File: src/side_pkg.sv
// Shared types, constants and helpers for the sparse index delta encoder.
package side_pkg;

  localparam int unsigned IndexBitsDef = 32;
  localparam int unsigned CfgW         = 16;
  localparam int unsigned DeltaW       = 64;
  localparam int unsigned NbitsW       = 7;
  localparam int unsigned InDataW      = 64;
  localparam int unsigned OutDataW     = 136;

  typedef enum logic [1:0] {
    ST_IDLE,
    ST_CALC,
    ST_SCAN,
    ST_EMIT
  } side_state_e;

  // bit-length scanner status
  typedef struct packed {
    logic              done;
    logic [NbitsW-1:0] bits;
  } side_len_t;

  // highest set bit position plus one of a byte, 0 for zero
  function automatic logic [3:0] byte_len(input logic [7:0] b);
    logic [3:0] n;
    n = 4'd0;
    for (int i = 0; i < 8; i++) begin
      if (b[i]) begin
        n = 4'(i + 1);
      end
    end
    return n;
  endfunction

endpackage

File: src/sparse_index_delta_encoder_unit.sv
// Sparse index delta encoder: top level with control, serial multiply and output register.
//
// Usage: one nonzero entry per request on the s_axis channel (row, column and a
// start-of-matrix flag in tuser); one result per request on the m_axis channel
// (delta, its bit length, running bit total, and a group-start flag in tuser).
// group_rows is written through cfg_we_i / cfg_wdata_i; the user must write it only
// while the block is idle, the block itself does not enforce it. 0 or 1 gives plain per-row
// column deltas, larger values group rows. Timing: an entry is taken only in the idle
// state. The row / group_rows divide runs one quotient bit per cycle, and the
// group_rows * column-difference product is built by shift-and-add while it runs.
// The delta's bit length is then found one byte per cycle. The result shows on
// m_axis, and s_axis_tready rises in the same cycle, so the block takes a new
// request only once it is through with the previous one.
// The output register lets a new request in while the previous result waits;
// if the receiver still stalls when the next result is ready, the block holds it
// and keeps s_axis_tready low.
// Reset clears the previous position, the group state, the bit total and
// group_rows; m_axis_tvalid is low after reset.
module sparse_index_delta_encoder_unit #(
  parameter int unsigned INDEX_BITS = side_pkg::IndexBitsDef
) (
  input  logic                          clk_i,
  input  logic                          rst_ni,
  input  logic                          cfg_we_i,
  input  logic [side_pkg::CfgW-1:0]     cfg_wdata_i,    // group_rows
  input  logic                          s_axis_tvalid,
  output logic                          s_axis_tready,
  // [31:0] row_index, [63:32] col_index
  input  logic [side_pkg::InDataW-1:0]  s_axis_tdata,
  input  logic                          s_axis_tuser,   // [0] start_matrix
  output logic                          m_axis_tvalid,
  input  logic                          m_axis_tready,
  // [63:0] delta_value, [70:64] delta_bits, [134:71] total_bits, [135] zero
  output logic [side_pkg::OutDataW-1:0] m_axis_tdata,
  output logic                          m_axis_tuser    // [0] group_start
);

  localparam int unsigned IB   = INDEX_BITS;
  localparam int unsigned Iter = (IB > side_pkg::CfgW) ? IB : side_pkg::CfgW;
  localparam int unsigned DW   = side_pkg::DeltaW;

  side_pkg::side_state_e state_q, state_d;

  logic accept, eval, emit, out_free;

  // configuration
  logic [side_pkg::CfgW-1:0] group_rows_q;

  // request being worked on
  logic [IB-1:0]             row_q, col_q;
  logic                      start_q;
  logic [DW-1:0]             acc_q;      // row - last_row - 1, plus product
  logic [DW-1:0]             mcand_q;    // col - last_col, shifted left per step
  logic [side_pkg::CfgW-1:0] mplier_q;
  logic [DW-1:0]             colm1_q;    // col - last_col - 1

  // encoder state
  logic [IB-1:0] last_row_q, last_col_q, last_group_q;
  logic          have_last_q;
  logic [DW-1:0] bit_total_q, base_q;
  logic [DW-1:0] delta_q;
  logic          first_q;

  // output register
  logic                          m_valid_q;
  logic [side_pkg::OutDataW-1:0] m_data_q;
  logic                          m_user_q;

  logic [IB-1:0] row_m, col_m;
  assign row_m = s_axis_tdata[IB-1:0];
  assign col_m = s_axis_tdata[32 +: IB];

  // divider and bit-length scanner
  logic                div_done;
  logic [Iter-1:0]     quot;
  side_pkg::side_len_t len_st;

  side_serial_div #(
    .DW (Iter),
    .VW (side_pkg::CfgW)
  ) u_div (
    .clk_i      (clk_i),
    .rst_ni     (rst_ni),
    .start_i    (accept),
    .dividend_i (Iter'(row_m)),
    .divisor_i  (group_rows_q),
    .done_o     (div_done),
    .quotient_o (quot)
  );

  // entry encode, done in the cycle the quotient lands
  logic          grouped, first;
  logic [IB-1:0] grp;
  logic [DW-1:0] delta;

  assign grouped = group_rows_q > side_pkg::CfgW'(1);
  assign grp     = grouped ? quot[IB-1:0] : row_q;
  assign first   = start_q || !have_last_q || (grp != last_group_q);
  assign delta   = first ? DW'(col_q) : (grouped ? acc_q : colm1_q);

  side_bitlen u_len (
    .clk_i    (clk_i),
    .rst_ni   (rst_ni),
    .start_i  (eval),
    .value_i  (delta),
    .status_o (len_st)
  );

  // sequencer
  assign out_free = !m_valid_q || m_axis_tready;

  always_comb begin
    state_d = state_q;
    accept  = 1'b0;
    eval    = 1'b0;
    emit    = 1'b0;
    case (state_q)
      side_pkg::ST_IDLE: begin
        if (s_axis_tvalid) begin
          accept  = 1'b1;
          state_d = side_pkg::ST_CALC;
        end
      end
      side_pkg::ST_CALC: begin
        if (div_done) begin
          eval    = 1'b1;
          state_d = side_pkg::ST_SCAN;
        end
      end
      side_pkg::ST_SCAN: begin
        if (len_st.done) begin
          state_d = side_pkg::ST_EMIT;
        end
      end
      side_pkg::ST_EMIT: begin
        if (out_free) begin
          emit    = 1'b1;
          state_d = side_pkg::ST_IDLE;
        end
      end
      default: state_d = side_pkg::ST_IDLE;
    endcase
  end

  always_ff @(posedge clk_i or negedge rst_ni) begin
    if (!rst_ni) begin
      state_q <= side_pkg::ST_IDLE;
    end else begin
      state_q <= state_d;
    end
  end

  // control state
  logic [DW-1:0] total_d;
  assign total_d = base_q + DW'(len_st.bits);

  always_ff @(posedge clk_i or negedge rst_ni) begin
    if (!rst_ni) begin
      group_rows_q <= '0;
      last_row_q   <= '0;
      last_col_q   <= '0;
      last_group_q <= '0;
      have_last_q  <= 1'b0;
      bit_total_q  <= '0;
      m_valid_q    <= 1'b0;
    end else begin
      if (cfg_we_i) begin
        group_rows_q <= cfg_wdata_i;
      end
      if (eval) begin
        last_row_q   <= row_q;
        last_col_q   <= col_q;
        last_group_q <= grp;
        have_last_q  <= 1'b1;
      end
      if (emit) begin
        bit_total_q <= total_d;
        m_valid_q   <= 1'b1;
      end else if (m_axis_tready) begin
        m_valid_q <= 1'b0;
      end
    end
  end

  // datapath
  always_ff @(posedge clk_i) begin
    if (accept) begin
      row_q    <= row_m;
      col_q    <= col_m;
      start_q  <= s_axis_tuser;
      acc_q    <= DW'(row_m) + ~DW'(last_row_q);
      mcand_q  <= DW'(col_m) - DW'(last_col_q);
      colm1_q  <= DW'(col_m) + ~DW'(last_col_q);
      mplier_q <= group_rows_q;
    end else if (state_q == side_pkg::ST_CALC) begin
      // shift-and-add multiply, one multiplier bit per cycle
      if (mplier_q[0]) begin
        acc_q <= acc_q + mcand_q;
      end
      mcand_q  <= mcand_q << 1;
      mplier_q <= mplier_q >> 1;
    end
    if (eval) begin
      delta_q <= delta;
      first_q <= first;
      base_q  <= start_q ? '0 : bit_total_q;
    end
    if (emit) begin
      m_data_q <= {1'b0, total_d, len_st.bits, delta_q};
      m_user_q <= first_q;
    end
  end

  assign s_axis_tready = (state_q == side_pkg::ST_IDLE);
  assign m_axis_tvalid = m_valid_q;
  assign m_axis_tdata  = m_data_q;
  assign m_axis_tuser  = m_user_q;

endmodule

File: src/side_serial_div.sv
// Restoring divider, one quotient bit per cycle.
module side_serial_div #(
  parameter int unsigned DW = 32,
  parameter int unsigned VW = 16
) (
  input  logic          clk_i,
  input  logic          rst_ni,
  input  logic          start_i,
  input  logic [DW-1:0] dividend_i,
  input  logic [VW-1:0] divisor_i,
  output logic          done_o,
  output logic [DW-1:0] quotient_o
);

  localparam int unsigned CW = $clog2(DW);

  logic          busy_q, done_q;
  logic [CW-1:0] cnt_q;
  logic [VW-1:0] rem_q, dvs_q;
  logic [DW-1:0] sh_q;   // dividend out at the top, quotient in at the bottom

  logic [VW:0]   trial;
  logic [VW+1:0] diff;
  logic          ge;

  assign trial = {rem_q, sh_q[DW-1]};
  assign diff  = {1'b0, trial} - {2'b00, dvs_q};
  assign ge    = ~diff[VW+1];

  always_ff @(posedge clk_i or negedge rst_ni) begin
    if (!rst_ni) begin
      busy_q <= 1'b0;
      done_q <= 1'b0;
      cnt_q  <= '0;
    end else if (start_i) begin
      busy_q <= 1'b1;
      done_q <= 1'b0;
      cnt_q  <= '0;
    end else if (busy_q) begin
      cnt_q <= cnt_q + CW'(1);
      if (cnt_q == CW'(DW - 1)) begin
        busy_q <= 1'b0;
        done_q <= 1'b1;
      end
    end else begin
      done_q <= 1'b0;
    end
  end

  always_ff @(posedge clk_i) begin
    if (start_i) begin
      rem_q <= '0;
      dvs_q <= divisor_i;
      sh_q  <= dividend_i;
    end else if (busy_q) begin
      rem_q <= ge ? diff[VW-1:0] : trial[VW-1:0];
      sh_q  <= {sh_q[DW-2:0], ge};
    end
  end

  assign done_o     = done_q;
  assign quotient_o = sh_q;

endmodule

File: src/side_bitlen.sv
// Significant bit length of a 64-bit word, scanned one byte per cycle from the top.
module side_bitlen (
  input  logic                        clk_i,
  input  logic                        rst_ni,
  input  logic                        start_i,
  input  logic [side_pkg::DeltaW-1:0] value_i,
  output side_pkg::side_len_t         status_o
);

  logic                        busy_q, done_q;
  logic [2:0]                  idx_q;
  logic [side_pkg::DeltaW-1:0] scan_q;
  logic [side_pkg::NbitsW-1:0] bits_q;
  logic [7:0]                  top;
  logic                        hit;

  assign top = scan_q[side_pkg::DeltaW-1 -: 8];
  assign hit = (top != 8'd0) || (idx_q == 3'd0);

  always_ff @(posedge clk_i or negedge rst_ni) begin
    if (!rst_ni) begin
      busy_q <= 1'b0;
      done_q <= 1'b0;
      idx_q  <= '0;
      bits_q <= '0;
    end else if (start_i) begin
      busy_q <= 1'b1;
      done_q <= 1'b0;
      idx_q  <= 3'd7;
    end else if (busy_q) begin
      if (hit) begin
        busy_q <= 1'b0;
        done_q <= 1'b1;
        bits_q <= side_pkg::NbitsW'({idx_q, 3'b000}) +
                  side_pkg::NbitsW'(side_pkg::byte_len(top));
      end else begin
        idx_q <= idx_q - 3'd1;
      end
    end else begin
      done_q <= 1'b0;
    end
  end

  always_ff @(posedge clk_i) begin
    if (start_i) begin
      scan_q <= value_i;
    end else if (busy_q) begin
      scan_q <= scan_q << 8;
    end
  end

  assign status_o.done = done_q;
  assign status_o.bits = bits_q;

endmodule

File: config.mk
export PLATFORM = sky130hd
export DESIGN_NAME = sparse_index_delta_encoder_unit
export DESIGN_NICKNAME = d
export VERILOG_FILES = /design/src/side_pkg.sv /design/src/sparse_index_delta_encoder_unit.sv /design/src/side_serial_div.sv /design/src/side_bitlen.sv
export SDC_FILE = /design/constraint.sdc
export NUM_CORES = 2
export LEC_CHECK = 0
export BUFFER_PORTS_ARGS = -buffer_cell sky130_fd_sc_hd__buf_4
export CAP_MARGIN = 10
export CORE_MARGIN = 1.5
export CORE_UTILIZATION = 40
export CTS_CLUSTER_SIZE = 12
export DETAILED_ROUTE_END_ITERATION = 7
export PLACE_DENSITY = 0.58
export SLEW_MARGIN = 20
export SYNTH_ARGS = -nofsm -noshare
export SYNTH_HDL_FRONTEND = slang
export SYNTH_SLANG_ARGS = --single-unit
File: constraint.sdc
create_clock -name clk_i -period 12.6 [get_ports clk_i]
set_input_delay 2.52 -clock clk_i [delete_from_list [all_inputs] [get_ports clk_i]]
set_output_delay 2.52 -clock clk_i [all_outputs]
set_load 0.01 [all_outputs]
==> insert_results.sql <==
INSERT INTO impl_metrics (metric_group, metric, value, unit) VALUES
('timing', 'setup_viol', '0', ''),
('clocking', 'clock_tree.root_cell', 'sky130_fd_sc_hd__clkbuf_16', ''),
('min_path', 'min-delay-path-class', 'reg -> reg', ''),
('min_path', 'hold_path_startpoint', 'delta_q[14]', ''),
('critical_path', 'crit_type', 'in -> reg', ''),
('pwr', 'switching_fraction_of_total_power', '0.389', ''),
('timing', 'finalHoldViolCount', '0', ''),
('timing', 'grt_setup_unrepaired', 'false', ''),
('route', 'drcViolationCount', '0', ''),
('grt', 'global_route.overflow_total', '0', ''),
('grt', 'grt_pass1_vias', '28000', ''),
('timing', 'setup-tns-final', '0', 'ns'),
('finish', 'most_used_cells_in_the_layout_excluding_fill_and_tap_cells', '649 x sky130_fd_sc_hd__edfxtp_1, 532 x sky130_fd_sc_hd__nand2_1, 291 x sky130_fd_sc_hd__o21ai_0', ''),
('die', 'die_w', '331', 'microns'),
('outcome', 'result_of_the_run', 'finished, final reports clean', ''),
('finish', 'fillerInstances', '9878', ''),
('pwr', 'total_power', '13.7', 'mW'),
('clocking', 'cts_repair_resize_count', '0', ''),
('placement', 'detailedPlacementHpwl', '77900', 'microns'),
('route', 'routed_wl', '110000', 'microns'),
('synth', 'ys_types', '79', ''),
('synth', 'synthCells', '3776', ''),
('timing', 'period_share', '0.467', ''),
('critical_path', 'crit_reg_reg_endpoint', 'u_len.scan_q[14]', ''),
('route', 'dr_total_vias', '28500', ''),
('critical_path', 'rr_worst_depth', '13', ''),
('route', 'firstDrtPassIters', '5', ''),
('finish', 'post_route_cells_drive_above_1_share', '0.143', ''),
('critical_path', 'endpoint_kind', 'register', ''),
('clocking', 'post-cts-setup-buffers', '0', ''),
('critical_path', 'critPathMaxFanout', '32', ''),
('timing', 'slew-limit-headroom', '0.252', ''),
('synth', 'yosysWarningCount', '0', ''),
('finish', 'layout-area-overhead-vs-synth', '14.2', '%'),
('flow_run', 'maxCapViolations', '0', ''),
('pwr', 'power_per_cell_area', '279', 'nW/um^2'),
('placement', 'port_buffers', '223', ''),
('pwr', 'sequentialPowerShare', '0.358', ''),
('pwr', 'peakVddDrop', '0.177', 'mV'),
('synth', 'synth-edff-count', '649', ''),
('pwr', 'power_frac_comb', '0.436', ''),
('finish', 'final_common_cell', 'sky130_fd_sc_hd__edfxtp_1', ''),
('synth', 'number_of_synthesized_register_bits', '864', ''),
('pwr', 'cellInternalPower', '8.36', 'mW'),
('min_path', 'whs_endpoint', 'm_axis_tdata[14]', ''),
('critical_path', 'r2r-start', 'group_rows_q[15]', ''),
('timing', 'timing_max_transition_violations_final', '0', ''),
('pwr', 'switching_power', '5.32', 'mW'),
('clocking', 'numClockSinks', '864', ''),
('clocking', 'insertion_delay', '0.68', 'ns'),
('timing', 'clock-skew-final', '0.0184', 'ns'),
('clocking', 'cts_tree', 'built', ''),
('die', 'core', '107000', 'sq um'),
('die', 'rows', '120', ''),
('critical_path', 'cp_data_arrival_time', '6.31', 'ns'),
('pwr', 'clock_power_share', '0.206', ''),
('grt', 'antenna_found_initial', '2', ''),
('route', 'post_drt_via_cell_ratio', '5.25', ''),
('die', 'die_h', '331', 'microns'),
('synth', 'synthesis.nets', '4031', ''),
('clocking', 'cts_made_buffers', '96', ''),
('synth', 'ys_dominant_reg_cell', 'sky130_fd_sc_hd__edfxtp_1', ''),
('finish', 'layout.nets', '4199', ''),
('die', 'floorplan.die_area', '109000', 'sq um'),
('critical_path', 'timing.reg2reg.setup_slack', '7.49', 'ns'),
('route', 'post_drt_wl_per_cell', '20.3', 'microns'),
('synth', 'synthesis.area_per_instance', '11.4', 'sq um'),
('clocking', 'clock_tree.htree_level_count', '3', ''),
('clocking', 'clkSlewWorstSetupHoldPaths', '0.06', 'ns'),
('timing', 'fmax', '170', 'MHz'),
('grt', 'grt_max_degree', '173', '');
==> how the worst max path moves through the flow <==
stage / start / end / slack (ns) / cells after the start
floorplan: s_axis_tvalid / acc_q[19] / 4.72 / 6
global placement: s_axis_tdata[32] / mcand_q[60] / 6.09 / 15
detailed placement: s_axis_tdata[32] / mcand_q[41] / 6.07 / 15
CTS: s_axis_tdata[32] / mcand_q[41] / 6.78 / 15
global route: s_axis_tdata[32] / mcand_q[41] / 6.39 / 15
finish: s_axis_tdata[32] / mcand_q[55] / 6.71 / 15
==> synth_stat cells (20+ instances only) <==
cell / count / area (sq um)
sky130_fd_sc_hd__a31oi_1: 21 / 131
sky130_fd_sc_hd__o31ai_2: 30 / 375
sky130_fd_sc_hd__inv_1: 160 / 601
sky130_fd_sc_hd__ha_1: 161 / 2010
sky130_fd_sc_hd__clkbuf_1: 142 / 533
sky130_fd_sc_hd__o21bai_1: 30 / 225
sky130_fd_sc_hd__o21ai_0: 291 / 1460
sky130_fd_sc_hd__nor4_1: 28 / 175
sky130_fd_sc_hd__dfrtp_1: 199 / 4980
sky130_fd_sc_hd__mux2_2: 82 / 923
sky130_fd_sc_hd__nor3_1: 44 / 220
sky130_fd_sc_hd__nand2_1: 536 / 2010
sky130_fd_sc_hd__mux2i_1: 108 / 1080
sky130_fd_sc_hd__o21a_1: 20 / 150
sky130_fd_sc_hd__nand4_1: 52 / 325
sky130_fd_sc_hd__nor2b_1: 85 / 532
sky130_fd_sc_hd__edfxtp_1: 649 / 19500
sky130_fd_sc_hd__nand3_1: 47 / 235
sky130_fd_sc_hd__a21o_1: 112 / 841
sky130_fd_sc_hd__a21oi_1: 211 / 1060
sky130_fd_sc_hd__and3_1: 21 / 131
sky130_fd_sc_hd__nor2_1: 192 / 721
sky130_fd_sc_hd__nand2b_1: 22 / 138
sky130_fd_sc_hd__xor2_1: 91 / 797
sky130_fd_sc_hd__xnor2_1: 157 / 1380
==> power by group through the flow <==
stage          clock network, mW  logic, mW  registers, mW
3_5_place_dp                   0       5.98           4.97
5_1_grt                     2.99       6.68           4.99
3_3_place_gp                   0       5.93           4.95
4_1_cts                     2.90       6.02           4.92
2_1_floorplan                  0       4.27           4.84
6_report                    2.82       5.97           4.90
==> routing by layer <==
| layer | up-vias | global-route usage | wire length, microns |
|---|---|---|---|
| met5 | - | 0 | 13 |
| met4 | 2 | 0.0679 | 3400 |
| met3 | 150 | 0.0276 | 4450 |
| met2 | 596 | 0.341 | 53900 |
| met1 | 13800 | 0.264 | 48600 |
| li1 | 13900 | - | - |
==> sequential cells by signal, indices dropped and copies added (netlist names), 63 cells and up <==
register,count
base_q,64
colm1_q,63
acc_q,64
mcand_q,64
bit_total_q,64
delta_q,64
m_axis_tdata,135
u_len.scan_q,64
==> kinds of logic after synthesis <==
kind of cell	Yosys count	share of synthesized area
other	1	0.0000872
multiplexers	201	0.0504
adder cells (fa/ha/maj)	169	0.0506
XOR/XNOR	248	0.0505
AO/OA/AOI/OAI	849	0.123
flip-flops	864	0.577
buffers and inverters	340	0.0318
AND/OR/NAND/NOR	1104	0.117
==> through the flow <==
step	hold slack [ns]	setup WS, ns	cell area [sq um]	util	cells
5_1_grt	0.421	6.39	49100	0.460	5426
6_report	0.416	6.71	49100	0.460	5427
3_5_place_dp	0.405	6.07	46000	0.430	5249
3_3_place_gp	0.402	6.09	46000	0.430	5249
4_1_cts	0.418	6.78	49100	0.460	5426
2_1_floorplan	0.400	4.72	43000	-	3776
==> cell type report <==
cell class | count | area, sq um | area share
flip-flops and latches | 864 | 24800 | 0.505
multi-input cells | 2572 | 16900 | 0.344
well taps | 1403 | 1760 | 0.0358
clock inverters | 36 | 409 | 0.00833
inverters | 162 | 631 | 0.0128
clock buffers | 141 | 2730 | 0.0557
repair buffers | 248 | 1900 | 0.0387
diodes | 1 | 2.50 | 0.0000510
==> critical path: stages <==
cell and delay [ns]:
sky130_fd_sc_hd__buf_4 0.09, sky130_fd_sc_hd__inv_1 0.04, sky130_fd_sc_hd__ha_1 0.25, sky130_fd_sc_hd__fa_1 0.48
sky130_fd_sc_hd__nor2b_1 0.18, sky130_fd_sc_hd__o21ai_0 0.12, sky130_fd_sc_hd__a21oi_1 0.18, sky130_fd_sc_hd__o21ai_0 0.15
sky130_fd_sc_hd__a211o_1 0.38, sky130_fd_sc_hd__a2111oi_0 0.65, sky130_fd_sc_hd__and4b_1 0.30, sky130_fd_sc_hd__o31ai_1 0.38
sky130_fd_sc_hd__a211oi_4 0.10, sky130_fd_sc_hd__buf_4 0.28, sky130_fd_sc_hd__a21o_1 0.20
Power figures use the tool's default switching activity.
